## config.mk

```make
export PLATFORM = sky130hd
export DESIGN_NAME = pud_ram
export DESIGN_NICKNAME = d
export VERILOG_FILES = /design/src/rtl/pud_ram.sv
export SDC_FILE = /design/constraint.sdc
export NUM_CORES = 1
export LEC_CHECK = 0
export ABC_CLOCK_PERIOD_IN_PS = 3000
export BUFFER_PORTS_ARGS = -buffer_cell sky130_fd_sc_hd__buf_2
export CAP_MARGIN = 40
export CORE_MARGIN = 2
export CORE_UTILIZATION = 40
export DETAILED_ROUTE_END_ITERATION = 8
export PLACE_DENSITY = 0.66
export SYNTH_ARGS = -nofsm -noshare
export SYNTH_HDL_FRONTEND = slang
export SYNTH_SLANG_ARGS = --single-unit
```

## constraint.sdc

```tcl
create_clock -name clk -period 3 [get_ports clk]
set_input_delay 0.9 -clock clk [delete_from_list [all_inputs] [get_ports clk]]
set_output_delay 0.9 -clock clk [all_outputs]
set_load 0.02 [all_outputs]
```

## src/rtl/pud_ram.sv

```systemverilog
// ----------------------------------------------------------------------------
// Generic RAM
// One write port and one read port with a registered read.
// ----------------------------------------------------------------------------
`default_nettype none

module pud_ram #(
  parameter int WIDTH = 8,
  parameter int DEPTH = 16
) (
  input  wire logic                     clk,
  input  wire logic                     we,
  input  wire logic [$clog2(DEPTH)-1:0] waddr,
  input  wire logic [WIDTH-1:0]         wdata,
  input  wire logic [$clog2(DEPTH)-1:0] raddr,
  output logic      [WIDTH-1:0]         rdata
);

  logic [WIDTH-1:0] mem [DEPTH];

  always_ff @(posedge clk) begin
    if (we) begin
      mem[waddr] <= wdata;
    end
    rdata <= mem[raddr];
  end

endmodule

`default_nettype wire

```

== Word-level counts from Yosys, hierarchy flattened ==
Memories as Yosys holds them, arrays and structs flattened. A register that Yosys moved wholly into a read port is not among the register bits.
Index checks and enable logic that the tools add are counted.

* Register bits: 0
* RAM bits: 128
* Bits of input ports: 18
* Output and inout bits: 8
* Word-level logic and storage cells: 3
* Memories kept: 1

{| class="wikitable"
|+ Memory list
! name !! depth !! width !! read ports !! clocked after memory_dff !! wr ports !! RTL line !! RTL
|-
| mem || 16 || 8 || 1 || 1 || 1 || 19 || <nowiki>logic [WIDTH-1:0] mem [DEPTH];</nowiki>
|}

* Mux-type cells: 2

{| class="wikitable"
|+ Operator list
! cell !! count
|-
| $mux W1 || 2
|}

== Depth between registers and ports, before layout ==
Gate-level depths: netlist of run 1.

* Depth in word-level cells: 2
* Gate-level depth with buffers: 5
* Mapped depth without buffers: 3

== Worst setup path after synthesis of run 1 ==
No wires, ideal clock.

* Path kind: input port to flip-flop
* From: input waddr[2]
* To: memory mem[0][0] (enable)
* Data arrival time: 2010 ps
* Setup slack: 607 ps
* Cell stages on the path: 2
* Buffers on the path: 0
* Cells stage by stage: or3b_2 nor3_1

{| class="wikitable"
|+ RTL lines
! item !! RTL line !! RTL
|-
| start, declared || 13 || <nowiki>input wire logic [$clog2(DEPTH)-1:0] waddr,</nowiki>
|-
| end, declared || 19 ||
|}

No word-level cell before the write port.

==> flow_summary_export.csv, run 1 <==
group,metric,value,unit
clock_network,htreeDepth,4,
synthesis,synth_cell_type_count,19,
synthesis,synth.net_count,247,
timing,holdWs,674,ps
synthesis,avgSynthCellArea,22.5,µm²
die,initial_core_util,41.0,%
global_route,busiest_layer,"met2",
synthesis,syn-instance-count,229,
global_route,grt_pass1_vias,2620,
placement,portBuffers,25,
synthesis,yosys.area_share.xor_xnor,0,%
synthesis,yosys.area.top_type_share,74.7,%
power_and_ir_drop,power.density,726,nW/µm²
worst_setup_path,required,3290,ps
timing,finalCritPeriodShare,64.4,%
timing,clock_skew,5.57,ps
clock_network,numCtsBuffers,17,
synthesis,synthMuxAreaShare,15.0,%
detailed_routing,drtPass1Iterations,4,
finish,drive_gt1_share,31.5,%
synthesis,ys_seq_area_share,77.8,%
placement,hpwl,6.42,mm
synthesis,synth_area_leaders,"edfxtp_1 (75%), mux4_2 (7.9%), mux4_1 (7.1%)",
clock_network,cts-resized-gates,0,
finish,num_antenna_cells,0,
power_and_ir_drop,p_leak,2.09,nW
timing,setup_tns,0,ps
synthesis,yosys.area.top_type,"edfxtp_1",
detailed_routing,vias,2436,
synthesis,synth_compound_area_share,2.33,%
synthesis,synth_top_family_by_area,"multiplexers",
timing,fmax,0.518,GHz
global_route,use_met3,5.30,%
worst_setup_path,cp.arrival,2230,ps
die,die-area,13800,µm²
synthesis,ys_seq_elements,136,
detailed_routing,wirelength,9.92,mm
synthesis,synth_fa_ha_area_share,0,%
worst_hold_path,min_path_type,"flop to flop",
timing,maxSlewViolCount,0,
placement,place_area,5560,µm²
clock_network,hold_buffers,0,
global_route,overflow,0,
timing,hold_violations,0,
synthesis,syn_area,5150,µm²
timing,rsz0062_at_grt,"false",
finish,nets,300,
worst_setup_path,startpoint_type,"input port",
clock_network,cts_setup_buffers,0,
timing,period_needed,1930,ps
die,ios,26,
die,die_w,117,µm
finish,syn2layout_area_growth,19.8,%
outcome,status,"finished clean",
timing,worst_slew_pin_slew,801,ps
power_and_ir_drop,power.total,0.00448,W
timing,worst_slack,1070,ps
worst_setup_path,end_kind,"flop",
placement,gp_congestion,0.736,
global_route,gr-usage-met2,24.2,%
detailed_routing,drt_iter0_markers,175,
detailed_routing,wl_per_cell,21.2,µm
global_route,grt.total_usage,15.7,%
power_and_ir_drop,peakVddDrop,0.387,mV
worst_setup_path,criticalPathCategory,"input port to flop",
worst_setup_path,cp_max_fo,32,
die,rows,41,
timing,slew_headroom,46.5,%
clock_network,cts.reportedPaths.clkPinSlew,60,ps
flow_run,max_cap_viol_count,0,
synthesis,yosys_warnings,0,
die,core-area,12600,µm²
global_route,antenna_found_initial,0,
clock_network,cts_tree,"built",
die,die_h,117,µm
detailed_routing,ant_nets,0,
worst_setup_path,cpPeakStageDelay,620,ps
clock_network,worstSkewPairLatency,410,ps
finish,finalInstanceArea,6170,µm²
synthesis,synth-simple-area-share,3.18,%
finish,nFillCells,1031,
global_route,grt_pass1_wl,15.7,mm
detailed_routing,vias_per_cell,5.22,
global_route,grt_max_degree,33,
worst_setup_path,path_cells,"buf_2 -> buf_12 -> mux4_1 -> a22oi_1 -> nand2_1",
clock_network,clockBufferDepth,2,
placement,pre_cts_ws,612,ps
global_route,met1_usage,20.4,%
clock_network,root_buffer,"clkbuf_16",
worst_setup_path,cp_slowest_cell,"mux4_1",
clock_network,clkSinkCount,136,
detailed_routing,drc_errors,0,
timing,setup-violations-final,0,
-- Yosys cell counts --
master             n
nand3_1            1
or3b_2             1
edfxtp_1         128
nor2b_1            1
nand3b_1           2
buf_6              3
nor3_1             4
buf_4              1
mux4_2            18
nand2b_1           2
a22oi_1           16
dfxtp_1            8
mux4_1            14
buf_2              3
nor2_1            13
nand2_1            9
and2_1             1
and2b_1            1
clkdlybuf4s25_2    3
-- per-layer routing --
metal / part of all wire, % / vias to the layer above
li1: - / 1077
met1: 45 / 1290
met2: 48 / 57
met3: 4.5 / 12
met4: 1.8 / 0
met5: 0 / -
-- layout make-up --
class / count / area, µm² / share of cell area (%)
clock buffer: 18 / 429 / 6.96
clock inverter: 14 / 180 / 2.92
multi-input combinational: 83 / 1060 / 17.1
sequential: 136 / 4000 / 64.9
tap: 172 / 215 / 3.49
timing repair buffer: 44 / 280 / 4.55
-- path summary, 6_finish.rpt --
| check | endpoint | slack, ps | cells past startpoint | from |
|---|---|---|---|---|
| max | rdata[1] | 1070 | 5 | raddr[0] |
| min | rdata[3] | 670 | 3 | mem[4][3] |
| max reg2reg | rdata[7] | 1660 | 3 | mem[11][7] |
| min reg2reg | rdata[3] | 670 | 3 | mem[4][3] |
-- where the power goes --
group	internal, W	leakage, nW	switching, W
Clock	0.00138	0.293	0.000751
Sequential	0.00212	1.22	0.0000138
Combinational	0.0000836	0.576	0.000123
-- metrics by stage --
step	instances	utilization, %
after CTS	467	49.1
after floorplan	229	-
after global routing	467	49.1
after global placement	435	44.2
after detailed placement	435	44.2
final	467	49.1
-- worst max-delay path: cells and delay by family --
kind | cells | cell delay, ps
simple gates | 1 | 100
compound gates | 1 | 230
mux | 1 | 620
buf+inv | 2 | 350
-- registers in the layout, indices dropped and copies added (netlist names) --
signal,cells
mem,128
rdata,8
-- logic make-up after synthesis --
group	count (synthesis)
mux	32
buf+inv	10
compound gates	16
flops	136
simple gates	35
-- cells in the final DEF, fill, tap and decap left out --
cell type,count
a22oi_1,16
clkinv_1,1
nand3b_1,2
clkinv_2,5
nand3_1,1
buf_4,18
clkinvlp_4,3
bufinv_16,4
and2_1,1
dfxtp_1,8
clkbuf_1,1
mux4_1,14
nand2b_1,2
nor2b_1,1
mux4_2,18
or3b_2,1
nor3_1,4
and2b_1,1
buf_12,1
nor2_1,13
clkbuf_16,17
nand2_1,9
inv_6,1
buf_2,25
edfxtp_1,128
(Power assumes the default switching activity.)
==> run 2, diff against run 1 <==
--- a/config.mk
+++ b/config.mk
@@ -5,7 +5,7 @@
 export SDC_FILE = /design/constraint.sdc
 export NUM_CORES = 1
 export LEC_CHECK = 0
-export ABC_CLOCK_PERIOD_IN_PS = 3000
+export ABC_CLOCK_PERIOD_IN_PS = 1900
 export BUFFER_PORTS_ARGS = -buffer_cell sky130_fd_sc_hd__buf_2
 export CAP_MARGIN = 40
 export CORE_MARGIN = 2
==> constraint.sdc (replaced) <==
create_clock -name clk -period 1.9 [get_ports clk]
set_input_delay 0.57 -clock clk [delete_from_list [all_inputs] [get_ports clk]]
set_output_delay 0.57 -clock clk [all_outputs]
set_load 0.02 [all_outputs]
==> run 2 against run 1 <==
Net effect:
- global-route usage shrank 0.34 points
- wire length shrank 1.5%
- clock power grew 47%
- critical path type unchanged
- largest power group unchanged
==> flow_summary_export.csv, run 2 (synthesis gave the netlist of run 1 again) <==
group,metric,value,unit
power_and_ir_drop,pwr-share-comb,5.1,%
worst_setup_path,end_kind,"flop",
finish,num_antenna_cells,0,
die,core-area,12600,µm²
power_and_ir_drop,power.switching,0.00143,W
worst_setup_path,reg2reg_slack,490,ps
worst_setup_path,required,2190,ps
power_and_ir_drop,peakVddDrop,0.706,mV
detailed_routing,drc_errors,0,
worst_setup_path,startpoint_type,"input port",
clock_network,cts.reportedPaths.clkPinSlew,60,ps
timing,setup-violations-final,0,
clock_network,root_buffer,"clkbuf_16",
power_and_ir_drop,p_int,0.00544,W
finish,nFillCells,1004,
finish,top_register,"mem",
clock_network,cts-resized-gates,0,
worst_hold_path,holdPathStages,1,
clock_network,numCtsBuffers,17,
finish,mostFrequentLayoutCells,"edfxtp_1 (128), buf_2 (25), buf_4 (19)",
detailed_routing,drtPass1Iterations,4,
detailed_routing,drt_iter0_markers,201,
finish,largest_register_ff_count,128,
power_and_ir_drop,p_leak,2.11,nW
finish,reg.largest.list,"mem (128), rdata (8)",
finish,nets,305,
finish,multi_input_area,1060,µm²
die,die_h,117,µm
global_route,overflow,0,
die,rows,41,
worst_setup_path,cp.arrival,1900,ps
die,initial_core_util,41.0,%
global_route,grt_pass1_wl,15.1,mm
detailed_routing,vias,2387,
global_route,grt_max_degree,22,
worst_hold_path,hold_end,"mem[5][4]",
finish,syn2layout_area_growth,21.0,%
power_and_ir_drop,power.density,1100,nW/µm²
clock_network,htreeDepth,4,
placement,gp_congestion,0.720,
finish,final_common_cell,"edfxtp_1",
detailed_routing,ant_nets,0,
placement,portBuffers,25,
timing,worst_slew_pin_slew,674,ps
global_route,grt.total_usage,15.4,%
flow_run,max_cap_viol_count,0,
global_route,antenna_found_initial,0,
timing,rsz0062_at_grt,"false",
worst_hold_path,hp-start,"wdata[4]",
clock_network,clockBufferDepth,2,
timing,worst_slack,299,ps
timing,fmax,0.625,GHz
outcome,status,"finished clean",
die,die-area,13800,µm²
detailed_routing,vias_per_cell,5.07,
timing,maxSlewViolCount,0,
die,ios,26,
clock_network,cts_setup_buffers,0,
power_and_ir_drop,swShare,20.8,%
finish,seqCellArea,4000,µm²
worst_setup_path,ff2ff_path_depth,3,
clock_network,clkSinkCount,136,
clock_network,worstSkewPairLatency,410,ps
timing,holdWs,546,ps
timing,clock_skew,9.52,ps
placement,hpwl,6.35,mm
worst_hold_path,min_path_type,"input port to flop",
clock_network,hold_buffers,0,
worst_setup_path,r2r_end,"rdata[2]",
detailed_routing,wirelength,9.77,mm
power_and_ir_drop,share_seq_of_total_power,49.1,%
power_and_ir_drop,p_clk_share,45.8,%
worst_setup_path,criticalPathCategory,"input port to flop",
global_route,grt_pass1_vias,2539,
timing,period_needed,1600,ps
finish,drive_gt1_share,33.1,%
clock_network,cts_tree,"built",
timing,finalCritPeriodShare,84.2,%
detailed_routing,wl_per_cell,20.7,µm
timing,hold_violations,0,
die,die_w,117,µm
placement,pre_cts_ws,-147,ps
timing,slew_headroom,55.0,%
worst_setup_path,cp_max_fo,21,
worst_setup_path,startpoint,"raddr[0]",
worst_setup_path,timing.rr.start,"mem[4][2]",
==> run 2: changes by cell type in the layout (fill, tap and decap cells not counted) <==
cell,previous run,this run
nor3_1,4,3
bufinv_16,4,2
clkinv_2,5,1
buf_12,1,5
inv_6,1,2
clkinv_1,1,0
buf_4,18,19
clkinv_4,0,4
nor3_2,0,1
clkinvlp_4,3,4
==> run 2: through the flow <==
step / TNS, ps / area, µm² / util [%] / cells / power (W)
2_1_floorplan: 0 / 5150 / - / 229 / 0.00363
3_3_place_gp: -395 / 5650 / 44.9 / 440 / 0.00378
3_5_place_dp: -499 / 5650 / 44.9 / 440 / 0.00379
4_1_cts: 0 / 6230 / 49.5 / 471 / 0.00694
5_1_grt: 0 / 6230 / 49.5 / 471 / 0.00709
6_report: 0 / 6230 / 49.5 / 471 / 0.00687
==> run 2: layout make-up <==
type / instances / share of cell area (%)
clock inverter: 13 / 2.37
multi-input combinational: 83 / 17.1
sequential: 136 / 64.3
clock buffer: 18 / 6.89
tap: 172 / 3.46
timing repair buffer: 49 / 5.91
==> run 2: how the worst max path moves through the flow <==
stage                           end  slack [ps]
final                      rdata[2]         300
after global routing       rdata[3]         240
after CTS                  rdata[2]         300
after detailed placement   rdata[2]        -150
after global placement     rdata[2]        -120
after floorplan           mem[3][0]          60
==> run 2: power groups by stage <==
stage	clock network [W]	logic, W	registers (W)
floorplan	0	0.000171	0.00346
global route	0.00333	0.000381	0.00338
global placement	0	0.000349	0.00343
finish	0.00314	0.000349	0.00337
CTS	0.00321	0.000358	0.00337
detailed placement	0	0.000357	0.00344
==> run 2: metal layers <==
metal / global-route usage [%] / wire length [µm] / vias to the layer above
met4: 5.42 / 92 / 0
met5: 0 / 0 / -
met3: 5.25 / 455 / 4
li1: - / - / 1089
met2: 25.6 / 5020 / 64
met1: 18.8 / 4200 / 1230
==> run 2: worst max-delay path: stages <==
cell and delay (ps):
buf_2 130, buf_12 200, mux4_1 580, a22oi_1 300
nand2_1 110
==> run 3, diff against run 2 <==
--- a/config.mk
+++ b/config.mk
@@ -5,13 +5,14 @@
 export SDC_FILE = /design/constraint.sdc
 export NUM_CORES = 1
 export LEC_CHECK = 0
-export ABC_CLOCK_PERIOD_IN_PS = 1900
+export ABC_AREA = 1
+export ABC_CLOCK_PERIOD_IN_PS = 1400
 export BUFFER_PORTS_ARGS = -buffer_cell sky130_fd_sc_hd__buf_2
 export CAP_MARGIN = 40
 export CORE_MARGIN = 2
 export CORE_UTILIZATION = 40
 export DETAILED_ROUTE_END_ITERATION = 8
-export PLACE_DENSITY = 0.66
+export PLACE_DENSITY = 0.68
 export SYNTH_ARGS = -nofsm -noshare
 export SYNTH_HDL_FRONTEND = slang
 export SYNTH_SLANG_ARGS = --single-unit
==> constraint.sdc (replaced) <==
create_clock -name clk -period 1.4 [get_ports clk]
set_input_delay 0.42 -clock clk [delete_from_list [all_inputs] [get_ports clk]]
set_output_delay 0.42 -clock clk [all_outputs]
set_load 0.02 [all_outputs]
==> run 3 against run 2 <==
Net effect:
- utilization hardly changed
- clock skew fell by 1.6 ps
- power up 43%
- register-to-register slack lost 100 ps
- wire length grew 30%
- clock-buffer cell count is 4 higher
- sequential share of layout area fell by 6.5 points
- largest cell class unchanged
==> flow_summary_export.csv, run 3 <==
group,metric,value,unit
outcome,status,"finished clean",
power_and_ir_drop,p_int,0.00776,W
worst_setup_path,criticalPathCategory,"flop to primary output",
timing,rsz0062_at_grt,"false",
global_route,antenna_found_initial,0,
global_route,grt_pass1_vias,3950,
worst_setup_path,path_cells,"buf_2",
global_route,overflow,0,
clock_network,cts_setup_buffers,0,
synthesis,yosys.area.top_type_share,66.7,%
global_route,grt.total_usage,18.1,%
worst_setup_path,required,980,ps
die,initial_core_util,41.2,%
synthesis,synth_flop_cell,"edfxtp_1",
detailed_routing,drc_errors,0,
synthesis,synth_area_leaders,"edfxtp_1 (67%), nand2_1 (11%), nand3_1 (8.4%)",
finish,reg.largest.list,"mem (128), rdata (8)",
power_and_ir_drop,pwr-share-comb,6.4,%
detailed_routing,ant_nets,0,
flow_run,max_cap_viol_count,0,
timing,fmax,0.739,GHz
power_and_ir_drop,power.density,1420,nW/µm²
synthesis,syn_area,5770,µm²
timing,period_needed,1350,ps
timing,finalCritPeriodShare,96.6,%
timing,setup-violations-final,0,
detailed_routing,drt_iter0_markers,423,
synthesis,ys_seq_area_share,69.4,%
clock_network,cts_tree,"built",
finish,top_register,"mem",
worst_setup_path,cp.arrival,930,ps
worst_setup_path,r2r_end,"rdata[0]",
worst_hold_path,hp-start,"raddr[3]",
synthesis,yosys_warnings,0,
power_and_ir_drop,share_seq_of_total_power,46.6,%
die,ios,26,
worst_setup_path,cpPeakStageDelay,340,ps
placement,place_inst,764,
timing,setup_tns,0,ps
worst_hold_path,min_path_type,"input port to flop",
die,die-area,15400,µm²
synthesis,avgSynthCellArea,10.5,µm²
finish,nets,621,
power_and_ir_drop,swShare,21.0,%
detailed_routing,drtPass1Iterations,7,
worst_hold_path,hold_end,"rdata[3]",
global_route,grt_max_degree,36,
clock_network,cts-resized-gates,0,
worst_setup_path,cp_max_fo,1,
timing,slew_headroom,74.3,%
die,die_w,124,µm
worst_setup_path,startpoint_type,"flop",
clock_network,root_buffer,"clkbuf_16",
synthesis,ys_seq_elements,136,
clock_network,hold_buffers,0,
timing,worst_slew_pin_slew,386,ps
placement,portBuffers,25,
clock_network,clockBufferDepth,2,
die,die_h,124,µm
clock_network,htreeDepth,4,
worst_hold_path,holdPathStages,3,
global_route,grt_pass1_wl,20.2,mm
detailed_routing,vias,3900,
placement,hpwl,8.46,mm
synthesis,syn-instance-count,551,
worst_setup_path,end_kind,"primary output",
clock_network,worstSkewPairLatency,420,ps
detailed_routing,vias_per_cell,4.90,
worst_setup_path,reg2reg_slack,390,ps
synthesis,synthTopCellsByCount,"nand2_1 (173), edfxtp_1 (128), inv_1 (100)",
synthesis,yosys.area.top_type,"edfxtp_1",
finish,drive_gt1_share,14.6,%
worst_setup_path,ff2ff_path_depth,6,
timing,maxSlewViolCount,0,
worst_setup_path,crit_buf_inv,1,
clock_network,clkSinkCount,136,
power_and_ir_drop,p_clk_share,47.0,%
finish,syn2layout_area_growth,20.2,%
placement,gp_congestion,0.882,
detailed_routing,wl_per_cell,15.9,µm
timing,hold_violations,0,
die,core-area,14000,µm²
synthesis,ys_async_sr_fraction,0,%
finish,num_antenna_cells,0,
clock_network,cts.reportedPaths.clkPinSlew,50,ps
timing,clock_skew,7.90,ps
finish,final_common_cell,"nand2_1",
power_and_ir_drop,power.switching,0.00206,W
worst_setup_path,crit_family,"flip-flops",
power_and_ir_drop,peakVddDrop,0.809,mV
die,rows,43,
finish,mostFrequentLayoutCells,"nand2_1 (173), edfxtp_1 (128), inv_1 (100)",
clock_network,numCtsBuffers,17,
worst_setup_path,cp_slowest_cell,"dfxtp_1",
detailed_routing,wirelength,12.7,mm
finish,largest_register_ff_count,128,
synthesis,synth_edf_count,128,
synthesis,synth.most_common_cell,"nand2_1",
synthesis,synth.net_count,569,
synthesis,synth_cell_type_count,12,
power_and_ir_drop,p_leak,3.02,nW
worst_setup_path,timing.rr.start,"mem[9][0]",
finish,final_util,49.5,%
finish,stdcell_count,796,
-- run 3: per-layer routing --
| layer | global-route usage, % | wire (µm) | vias up |
|---|---|---|---|
| li1 | - | - | 1881 |
| met4 | 7.72 | 263 | 0 |
| met1 | 23.2 | 5480 | 1855 |
| met2 | 28.9 | 6170 | 143 |
| met5 | 0 | 0 | - |
| met3 | 4.90 | 769 | 21 |
-- run 3: power groups by stage --
stage          Sequential, W  Clock [W]  Combinational (W)
5_1_grt              0.00459    0.00487           0.000695
3_3_place_gp         0.00467          0           0.000613
4_1_cts              0.00458    0.00469           0.000631
2_1_floorplan        0.00469          0           0.000321
3_5_place_dp         0.00467          0           0.000627
6_report             0.00458    0.00462           0.000628
-- run 3: metrics by stage --
stage                     hold WS, ps  power (W)  instance area, µm²  worst slack, ps
final                             368    0.00983                6930             47.6
after global routing              363     0.0102                6930             8.57
after CTS                         349    0.00990                6930             35.1
after detailed placement          651    0.00529                6300            -48.1
after global placement            645    0.00528                6300            -23.8
after floorplan                   519    0.00501                5770             29.2
-- run 3: final cells by class --
type / count / area [µm²]
clock buffers: 22 / 484
fillers: 1231 / 7060
repair buffers: 57 / 478
flip-flops and latches: 136 / 4000
clock inverters: 10 / 141
multi-input cells: 289 / 1210
inverters: 102 / 383
well taps: 180 / 225
-- run 3: logic make-up after synthesis --
| group | count (synthesis) | synth area share (%) |
|---|---|---|
| buffers and inverters | 126 | 9.52 |
| flip-flops | 136 | 69.4 |
| AND/OR/NAND/NOR | 289 | 21.0 |
-- run 3: how the worst max path moves through the flow --
stage,from,to,slack (ps),depth (start not counted)
after detailed placement,raddr[0],rdata[5],-50,8
final,rdata[1],rdata[1],50,1
after global routing,rdata[3],rdata[3],9,1
after floorplan,waddr[3],mem[4][0],30,2
after global placement,raddr[0],rdata[5],-20,9
after CTS,rdata[3],rdata[3],40,1
